File: config.mk
export PLATFORM = sky130hd
export DESIGN_NAME = slot_budget_device_table_core
export DESIGN_NICKNAME = d
export VERILOG_FILES = /design/src/design/sbdt_pkg.sv /design/src/design/sbdt_ram.sv /design/src/design/sbdt_ctrl.sv /design/src/design/sbdt_datapath.sv /design/src/design/slot_budget_device_table_core.sv
export SDC_FILE = /design/constraint.sdc
export NUM_CORES = 1
export LEC_CHECK = 0
export ABC_AREA = 1
export BUFFER_PORTS_ARGS = -buffer_cell sky130_fd_sc_hd__buf_2
export CORE_MARGIN = 2
export CORE_UTILIZATION = 40
export DETAILED_ROUTE_END_ITERATION = 8
export MAX_ROUTING_LAYER = met4
export PLACE_DENSITY_LB_ADDON = 0.12
export SLEW_MARGIN = 20
export SYNTH_ARGS = -nofsm -noshare
export SYNTH_HDL_FRONTEND = slang
export SYNTH_SLANG_ARGS = --single-unit
File: constraint.sdc
create_clock -name clk -period 9.8 [get_ports clk]
set_input_delay 1.96 -clock clk [delete_from_list [all_inputs] [get_ports clk]]
set_output_delay 1.96 -clock clk [all_outputs]
set_load 0.005 [all_outputs]
File: src/design/sbdt_pkg.sv
// Shared types and constants for the slot-budget device table.
package sbdt_pkg;

    // Field widths fixed by the interface.
    localparam int FUNC_W  = 2;
    localparam int MAC_W   = 48;
    localparam int MODE_W  = 8;
    localparam int INDEX_W = 6;
    localparam int TIME_W  = 32;
    localparam int COUNT_W = 7;

    // Operation codes.
    localparam logic [FUNC_W-1:0] FUNC_ADD    = 2'd0;
    localparam logic [FUNC_W-1:0] FUNC_REMOVE = 2'd1;
    localparam logic [FUNC_W-1:0] FUNC_FIND   = 2'd2;

    // Slot costs of an entry by mode.
    localparam logic [1:0] COST_WIDE   = 2'd2;
    localparam logic [1:0] COST_NARROW = 2'd1;

    // One stored table entry.
    typedef struct packed {
        logic [MAC_W-1:0]  addr;
        logic [MODE_W-1:0] mode;
        logic              seen;
        logic [TIME_W-1:0] last_seen;
    } sbdt_entry_t;

    // Controller states.
    typedef enum logic [3:0] {
        S_IDLE,
        S_LOOK_RD,
        S_LOOK_CMP,
        S_ADD,
        S_RM_RD,
        S_RM_MODE,
        S_SHIFT_RD,
        S_SHIFT_WR,
        S_RM_CLEAR,
        S_DONE
    } sbdt_state_t;

    // Commands from the controller to the datapath.
    typedef struct packed {
        logic load;
        logic rd_cur;
        logic rd_next;
        logic set_hit;
        logic wr_refresh;
        logic wr_append;
        logic cap_freed;
        logic wr_shift;
        logic ptr_inc;
        logic wr_clear;
    } sbdt_cmd_t;

    // Status from the datapath to the controller.
    typedef struct packed {
        logic [FUNC_W-1:0] req_func;
        logic [FUNC_W-1:0] func;
        logic              ptr_lt_used;
        logic              next_lt_used;
        logic              match;
        logic              can_add;
    } sbdt_status_t;

endpackage

File: src/design/sbdt_ram.sv
// Generic single-write, single-read RAM with a registered read port.
module sbdt_ram #(
    parameter int WIDTH = 8,
    parameter int DEPTH = 4,
    localparam int AW = (DEPTH > 1) ? $clog2(DEPTH) : 1
) (
    input  logic             clk,
    input  logic             wr_en,
    input  logic [AW-1:0]    wr_addr,
    input  logic [WIDTH-1:0] wr_data,
    input  logic             rd_en,
    input  logic [AW-1:0]    rd_addr,
    output logic [WIDTH-1:0] rd_data
);

    logic [WIDTH-1:0] mem [DEPTH];

    // Write port.
    always_ff @(posedge clk)
    begin
        if (wr_en)
        begin
            mem[wr_addr] <= wr_data;
        end
    end

    // Registered read port; the data holds while no read is issued.
    always_ff @(posedge clk)
    begin
        if (rd_en)
        begin
            rd_data <= mem[rd_addr];
        end
    end

endmodule

File: src/design/sbdt_ctrl.sv
// Controller state machine sequencing lookup, append, refresh and removal.
module sbdt_ctrl import sbdt_pkg::*;
(
    input  logic         clk,
    input  logic         rst_n,
    input  logic         start,
    input  sbdt_status_t status,
    output sbdt_cmd_t    cmd,
    output logic         busy,
    output logic         done
);

    sbdt_state_t state_reg;
    sbdt_state_t state_next;

    // State register.
    always_ff @(posedge clk or negedge rst_n)
    begin
        if (!rst_n)
        begin
            state_reg <= S_IDLE;
        end
        else
        begin
            state_reg <= state_next;
        end
    end

    // Next-state logic; an idle start dispatches on the operation being offered.
    always_comb
    begin
        state_next = state_reg;
        unique case (state_reg)
            S_IDLE:
            begin
                if (start)
                begin
                    if (status.req_func == FUNC_ADD || status.req_func == FUNC_FIND)
                    begin
                        state_next = S_LOOK_RD;
                    end
                    else if (status.req_func == FUNC_REMOVE)
                    begin
                        state_next = S_RM_RD;
                    end
                    else
                    begin
                        state_next = S_DONE;
                    end
                end
            end
            S_LOOK_RD:
            begin
                if (status.ptr_lt_used)
                begin
                    state_next = S_LOOK_CMP;
                end
                else if (status.func == FUNC_ADD)
                begin
                    state_next = S_ADD;
                end
                else
                begin
                    state_next = S_DONE;
                end
            end
            S_LOOK_CMP:
            begin
                state_next = status.match ? S_DONE : S_LOOK_RD;
            end
            S_ADD:
            begin
                state_next = S_DONE;
            end
            S_RM_RD:
            begin
                state_next = status.ptr_lt_used ? S_RM_MODE : S_DONE;
            end
            S_RM_MODE:
            begin
                state_next = S_SHIFT_RD;
            end
            S_SHIFT_RD:
            begin
                state_next = status.next_lt_used ? S_SHIFT_WR : S_RM_CLEAR;
            end
            S_SHIFT_WR:
            begin
                state_next = S_SHIFT_RD;
            end
            S_RM_CLEAR:
            begin
                state_next = S_DONE;
            end
            S_DONE:
            begin
                state_next = S_IDLE;
            end
            default:
            begin
                state_next = S_IDLE;
            end
        endcase
    end

    // Output logic: datapath commands and handshake flags.
    always_comb
    begin
        cmd  = '0;
        busy = (state_reg != S_IDLE);
        done = (state_reg == S_DONE);
        unique case (state_reg)
            S_IDLE:
            begin
                cmd.load = start;
            end
            S_LOOK_RD:
            begin
                cmd.rd_cur = status.ptr_lt_used;
            end
            S_LOOK_CMP:
            begin
                cmd.set_hit    = status.match;
                cmd.wr_refresh = status.match && (status.func == FUNC_ADD);
                cmd.ptr_inc    = !status.match;
            end
            S_ADD:
            begin
                cmd.wr_append = status.can_add;
            end
            S_RM_RD:
            begin
                cmd.rd_cur = status.ptr_lt_used;
            end
            S_RM_MODE:
            begin
                cmd.cap_freed = 1'b1;
            end
            S_SHIFT_RD:
            begin
                cmd.rd_next = status.next_lt_used;
            end
            S_SHIFT_WR:
            begin
                cmd.wr_shift = 1'b1;
                cmd.ptr_inc  = 1'b1;
            end
            S_RM_CLEAR:
            begin
                cmd.wr_clear = 1'b1;
            end
            S_DONE:
            begin
                cmd = '0;
            end
            default:
            begin
                cmd = '0;
            end
        endcase
    end

endmodule

File: src/design/sbdt_datapath.sv
// Datapath: operand registers, counters, scan pointer and the entry memory.
module sbdt_datapath import sbdt_pkg::*;
#(
    parameter int SLOT_BUDGET = 4
) (
    input  logic               clk,
    input  logic               rst_n,
    input  logic [FUNC_W-1:0]  func,
    input  logic [MAC_W-1:0]   mac,
    input  logic [MODE_W-1:0]  pedal_mode,
    input  logic [INDEX_W-1:0] entry_index,
    input  logic [TIME_W-1:0]  now_ms,
    input  sbdt_cmd_t          cmd,
    output sbdt_status_t       status,
    output logic               ok,
    output logic               found,
    output logic [INDEX_W-1:0] found_index,
    output logic [COUNT_W-1:0] available_slots,
    output logic [COUNT_W-1:0] entry_count
);

    localparam int AW = (SLOT_BUDGET > 1) ? $clog2(SLOT_BUDGET) : 1;
    localparam logic [COUNT_W-1:0] BUDGET = COUNT_W'(SLOT_BUDGET);

    // Operand registers, captured when an operation starts.
    logic [FUNC_W-1:0]  func_reg;
    logic [MAC_W-1:0]   mac_reg;
    logic [MODE_W-1:0]  mode_reg;
    logic [TIME_W-1:0]  now_reg;

    // Table occupancy and working registers.
    logic [COUNT_W-1:0] used_entries_reg;
    logic [COUNT_W-1:0] used_slots_reg;
    logic [COUNT_W-1:0] ptr_reg;
    logic [1:0]         freed_reg;
    logic               ok_reg;
    logic               hit_reg;
    logic [INDEX_W-1:0] pos_reg;

    logic [COUNT_W-1:0] ptr_plus1;
    logic [1:0]         need;
    logic [COUNT_W-1:0] slots_after_add;

    sbdt_entry_t        rd_entry;
    sbdt_entry_t        wr_entry;
    logic               wr_en;
    logic               rd_en;
    logic [AW-1:0]      wr_addr;
    logic [AW-1:0]      rd_addr;

    assign ptr_plus1       = ptr_reg + COUNT_W'(1);
    assign need            = (mode_reg == '0) ? COST_WIDE : COST_NARROW;
    assign slots_after_add = used_slots_reg + COUNT_W'(need);

    // Status towards the controller; req_func is the operation on offer.
    always_comb
    begin
        status.req_func     = func;
        status.func         = func_reg;
        status.ptr_lt_used  = (ptr_reg < used_entries_reg);
        status.next_lt_used = (ptr_plus1 < used_entries_reg);
        status.match        = (rd_entry.addr == mac_reg);
        status.can_add      = (slots_after_add <= BUDGET) && (used_entries_reg < BUDGET);
    end

    // Operand capture; the pointer starts at the removal index or at zero.
    always_ff @(posedge clk)
    begin
        if (cmd.load)
        begin
            func_reg <= func;
            mac_reg  <= mac;
            mode_reg <= pedal_mode;
            now_reg  <= now_ms;
        end
    end

    // Scan pointer.
    always_ff @(posedge clk or negedge rst_n)
    begin
        if (!rst_n)
        begin
            ptr_reg <= '0;
        end
        else if (cmd.load)
        begin
            ptr_reg <= (func == FUNC_REMOVE) ? COUNT_W'(entry_index) : '0;
        end
        else if (cmd.ptr_inc)
        begin
            ptr_reg <= ptr_plus1;
        end
    end

    // Result flags and position of the matching entry.
    always_ff @(posedge clk)
    begin
        if (cmd.load)
        begin
            ok_reg  <= 1'b0;
            hit_reg <= 1'b0;
            pos_reg <= '0;
        end
        else if (cmd.set_hit)
        begin
            ok_reg  <= 1'b1;
            hit_reg <= 1'b1;
            pos_reg <= ptr_reg[INDEX_W-1:0];
        end
        else if (cmd.wr_append || cmd.wr_clear)
        begin
            ok_reg <= 1'b1;
        end
    end

    // Slot cost of the entry being removed.
    always_ff @(posedge clk)
    begin
        if (cmd.cap_freed)
        begin
            freed_reg <= (rd_entry.mode == '0) ? COST_WIDE : COST_NARROW;
        end
    end

    // Entry and slot counters.
    always_ff @(posedge clk or negedge rst_n)
    begin
        if (!rst_n)
        begin
            used_entries_reg <= '0;
            used_slots_reg   <= '0;
        end
        else if (cmd.wr_append)
        begin
            used_entries_reg <= used_entries_reg + COUNT_W'(1);
            used_slots_reg   <= slots_after_add;
        end
        else if (cmd.wr_clear)
        begin
            used_entries_reg <= used_entries_reg - COUNT_W'(1);
            used_slots_reg   <= (used_slots_reg >= COUNT_W'(freed_reg))
                                ? used_slots_reg - COUNT_W'(freed_reg) : '0;
        end
    end

    // Memory write port selection.
    always_comb
    begin
        wr_en    = cmd.wr_refresh || cmd.wr_append || cmd.wr_shift || cmd.wr_clear;
        wr_addr  = ptr_reg[AW-1:0];
        wr_entry = '0;
        priority if (cmd.wr_refresh)
        begin
            wr_entry.addr      = mac_reg;
            wr_entry.mode      = rd_entry.mode;
            wr_entry.seen      = 1'b1;
            wr_entry.last_seen = now_reg;
        end
        else if (cmd.wr_append)
        begin
            wr_addr            = used_entries_reg[AW-1:0];
            wr_entry.addr      = mac_reg;
            wr_entry.mode      = mode_reg;
            wr_entry.seen      = 1'b1;
            wr_entry.last_seen = now_reg;
        end
        else if (cmd.wr_shift)
        begin
            wr_entry = rd_entry;
        end
        else
        begin
            wr_entry = '0;
        end
    end

    // Memory read port: current entry or the one after it.
    assign rd_en   = cmd.rd_cur || cmd.rd_next;
    assign rd_addr = cmd.rd_next ? ptr_plus1[AW-1:0] : ptr_reg[AW-1:0];

    sbdt_ram #(
        .WIDTH ($bits(sbdt_entry_t)),
        .DEPTH (SLOT_BUDGET)
    ) u_entry_ram (
        .clk     (clk),
        .wr_en   (wr_en),
        .wr_addr (wr_addr),
        .wr_data (wr_entry),
        .rd_en   (rd_en),
        .rd_addr (rd_addr),
        .rd_data (rd_entry)
    );

    // Result fields.
    assign ok              = ok_reg;
    assign found           = hit_reg;
    assign found_index     = pos_reg;
    assign available_slots = BUDGET - used_slots_reg;
    assign entry_count     = used_entries_reg;

endmodule

File: src/design/slot_budget_device_table_core.sv
// Top level of the slot-budget peer device table.
//
//  Channel   Handshake                Beat contents
//  -------   ---------                -------------
//  command   start while busy is low  func, mac, pedal_mode, entry_index, now_ms
//  result    done, one cycle          ok, found, found_index, available_slots,
//                                     entry_count
//
// Each command takes its own run of cycles through the controller; a new one is
// accepted only while busy is low. Find and add scan the N valid entries through
// the memory's single read port, a read state and a compare state per entry, up
// to a hit. A removal shifts each later entry down through a read and a write
// state; a refused removal ends after its first state and the unused selector
// goes straight to the result beat. busy falls the cycle after the beat.
// The result beat appears on done for one cycle and cannot be held off.
// An asynchronous low rst_n empties the table; no clearing pass is needed.
module slot_budget_device_table_core import sbdt_pkg::*;
#(
    parameter int SLOT_BUDGET = 4
) (
    input  logic               clk,
    input  logic               rst_n,
    input  logic               start,
    output logic               busy,
    input  logic [FUNC_W-1:0]  func,
    input  logic [MAC_W-1:0]   mac,
    input  logic [MODE_W-1:0]  pedal_mode,
    input  logic [INDEX_W-1:0] entry_index,
    input  logic [TIME_W-1:0]  now_ms,
    output logic               done,
    output logic               ok,
    output logic               found,
    output logic [INDEX_W-1:0] found_index,
    output logic [COUNT_W-1:0] available_slots,
    output logic [COUNT_W-1:0] entry_count
);

    sbdt_cmd_t    cmd;
    sbdt_status_t status;

    // Controller.
    sbdt_ctrl u_ctrl (
        .clk    (clk),
        .rst_n  (rst_n),
        .start  (start),
        .status (status),
        .cmd    (cmd),
        .busy   (busy),
        .done   (done)
    );

    // Datapath and entry memory.
    sbdt_datapath #(
        .SLOT_BUDGET (SLOT_BUDGET)
    ) u_datapath (
        .clk             (clk),
        .rst_n           (rst_n),
        .func            (func),
        .mac             (mac),
        .pedal_mode      (pedal_mode),
        .entry_index     (entry_index),
        .now_ms          (now_ms),
        .cmd             (cmd),
        .status          (status),
        .ok              (ok),
        .found           (found),
        .found_index     (found_index),
        .available_slots (available_slots),
        .entry_count     (entry_count)
    );

`ifndef SYNTHESIS
    // An accepted command makes the block busy in the next cycle.
    assert property (@(posedge clk) disable iff (!rst_n)
        (start && !busy) |=> busy)
        else $error("command accepted but block not busy");

    // A result beat is only given while an operation is in progress.
    assert property (@(posedge clk) disable iff (!rst_n)
        done |-> busy)
        else $error("result beat outside an operation");

    // A result beat is never repeated back to back.
    assert property (@(posedge clk) disable iff (!rst_n)
        done |=> !done)
        else $error("result beat repeated");

    // Occupancy never exceeds the budget.
    assert property (@(posedge clk) disable iff (!rst_n)
        (entry_count <= COUNT_W'(SLOT_BUDGET)) && (available_slots <= COUNT_W'(SLOT_BUDGET)))
        else $error("table occupancy beyond slot budget");
`endif

endmodule

==> run metrics <==
status completed; syn_nets 1729; layout cell share with drive strength beyond 1 11.8%; Clock Root Buffer clkbuf_16; Die Width 212 µm; met1 WL 20400 µm; routability cong. 0.818; Main synth FF type edfxtp_1; worst reg2reg endpoint u_datapath.u_entry_ram.rd_data[57]; Max stage delay cell, worst path nand2_4; setup TNS 0 ns; core box area 42800 µm²; final worst setup slack 4.47 ns; Max Slew Vio Count 0; number of synthesized flops with an enable pin 340; instance count of the mapped netlist 1603; Peak VDD IR 0.162 mV; cell row count 76; vias in the first global route 11.9k; Layout area overhead 13.4%; FF-to-FF setup slack 4.47 ns; Req. time, crit path 10.21 ns; synthesized area 17200 µm²; drt via density 5.43; residual DRC count 0; WL met2 21000 µm; ant diodes 0; number of gates resized after CTS 0; Worst-Margin Slew 1.10 ns; number of flip-flops in the largest register 224; I/O Buffers 90; DRT Pass-1 Iters 5; Setup CP Type reg -> reg; crit path DAT 5.74 ns; gr ovfl total 0; initial antenna violation count 0; ratio of final minimum period to clock period 54.4%; worst hold start u_datapath.found; pin count of the biggest net entering global routing 75; H-tree depth 2; CTS Hold Bufs 0; Final #Nets 1788; Post-DRT Antenna Nets 0; die area 44800 µm²; top sig layer met4; Final Hold Fails 0; PD cells 303 nW/µm²; Clk Latency, worst-skew pair 0.57 ns; CTS clock-pin slew for the worst setup and hold paths 0.06 ns; via count 12.1k; wire length per cell 20.0 µm; die span in y 212 µm; initial DRC count 938; R2R cell count 18; clock sink count 373; Max Cap Viol 0; FF+latch count, synth 373; Hold EP u_datapath.found; Mean Syn Cell Area 10.8 µm²; CP endpoint kind flop; Slew HR 26.3%; Max Fclk 188 MHz; CP top delay family simple AND/OR/NAND/NOR gates; metal3 WL 2490 µm; Num CTS Buffers 43; final-layout fill cell count 3968; Leakage 7.46 nW; crit-path max cell delay 0.86 ns; WHS Path Cells 2; CTS Buffer Depth 3; synth warn 0; first-pass GRT wire length 68800 µm; RSZ-0062 raised after global routing false; CTS tree built; Setup crit start kind flop; Setup Viol. Count Final 0; commonest non-fill, non-tap cell in the layout nand2_1; Synth cell types 45; Post-Place Setup Slack 4.45 ns; Min-Delay Path Class reg -> reg; gr usage total 20.9%; Synth async-reset ratio 6.70%; sequential fraction of the synthesis area 63.8%; Initial Util 40.3%; Most common cell on crit path nand2_1; final WL 44600 µm; Top Ports 123; Post CTS Setup Buffer Count 0; crit path max fanout 74; clock skew 0.0187 ns; commonest cells after routing, fill and taps aside 398 x nand2_1, 340 x edfxtp_1, 142 x nand3_1; min Tclk post-route 5.33 ns; worst path bufs/invs 3; HPWL after DPL 23300 µm; crit-path cells ha_1, nand2_1, inv_1, nand2_1, nor2_1, nand2_1, xor2_1, inv_1, ha_1, a21oi_1, o21a_1, nand4_4, nand2_4, buf_4, nand2_1, nand2_1, nand2_1, o21ai_1; FF-to-FF Start u_datapath.ptr_reg[0]
==> kinds of logic (layout without fill, tap and decap cells) <==
logic type                 after synthesis  after routing  share of synthesized area [%]
AOI/OAI and AO/OA                      222            222                           6.63
adders and majority gates               27             27                           2.09
xor gates and xnor gates                55             55                           2.79
DFF                                    373            373                           63.8
and+or+nand+nor                        740            740                           19.6
buffers and inverters                  186            272                           5.08
==> synthesized netlist by cell type, types with 3 or more instances <==
cell	n	area [µm²]
buf_1	5	18.8
inv_2	3	11.3
nand4_1	113	707
nor2_1	54	203
clkbuf_1	32	120
o22ai_1	3	18.8
buf_2	37	185
inv_1	84	315
nor4_1	4	25.0
nand3_2	3	30.0
dfxtp_1	8	160
nor3_1	7	35.0
nor2_2	4	25.0
buf_6	13	146
edfxtp_1	340	10200
xor2_1	19	166
clkinv_1	3	11.3
buf_4	9	67.6
o21ai_1	72	360
o21ai_0	61	305
ha_1	24	300
nand3_1	142	711
xnor2_1	36	315
fa_1	3	60.1
nand2_1	399	1500
a21oi_1	76	380
dfrtp_1	25	626
==> worst max path at each step <==
stage	startpoint	endpoint	depth (start not counted)
6_report	u_datapath.ptr_reg[0]	u_datapath.u_entry_ram.rd_data[57]	18
5_1_grt	u_datapath.ptr_reg[0]	u_datapath.u_entry_ram.rd_data[57]	16
4_1_cts	u_datapath.ptr_reg[0]	u_datapath.u_entry_ram.rd_data[57]	18
3_5_place_dp	u_datapath.ptr_reg[0]	u_datapath.u_entry_ram.rd_data[62]	18
3_3_place_gp	u_datapath.ptr_reg[0]	u_datapath.u_entry_ram.rd_data[87]	18
2_1_floorplan	u_datapath.entry_count[4]	u_datapath.u_entry_ram.rd_data[33]	6
==> worst min-delay path, cell delays in order, from the launching register on <==
cell,delay [ns]
dfxtp_1,0.30
inv_1,0.05
a21oi_1,0.05
==> final cells by class <==
class / count / area [µm²] / area share [%]
flip-flops and latches: 373 / 11000 / 56.2
multi-input cells: 1044 / 5500 / 28.1
clock buffers: 57 / 1180 / 6.04
well taps: 546 / 683 / 3.49
repair buffers: 110 / 641 / 3.28
inverters: 90 / 339 / 1.73
clock inverters: 15 / 215 / 1.10
==> power by group <==
part / internal, mW / total [mW] / switching, mW / leakage, nW
Sequential: 2.18 / 2.42 / 0.239 / 3.46
Clock: 0.976 / 1.61 / 0.631 / 0.684
Combinational: 0.564 / 1.89 / 1.33 / 3.32
==> layer usage <==
layer,track usage [%],vias to the layer above
li1,-,5810
met5,-,-
met3,3.26,63
met1,27.7,5916
met2,33.7,346
met4,5.34,0
==> metrics by stage <==
stage	hold WS, ns	std cells	instance area (µm²)	util [%]	total power [mW]
finish	0.445	2235	19600	45.7	5.92
global route	0.488	2235	19600	45.7	6.30
CTS	0.447	2235	19600	45.7	5.98
detailed placement	0.439	2163	18200	42.4	4.36
global placement	0.437	2161	18100	42.3	4.32
floorplan	0.447	1603	17200	-	3.79
Power figures use the tool's default switching activity.
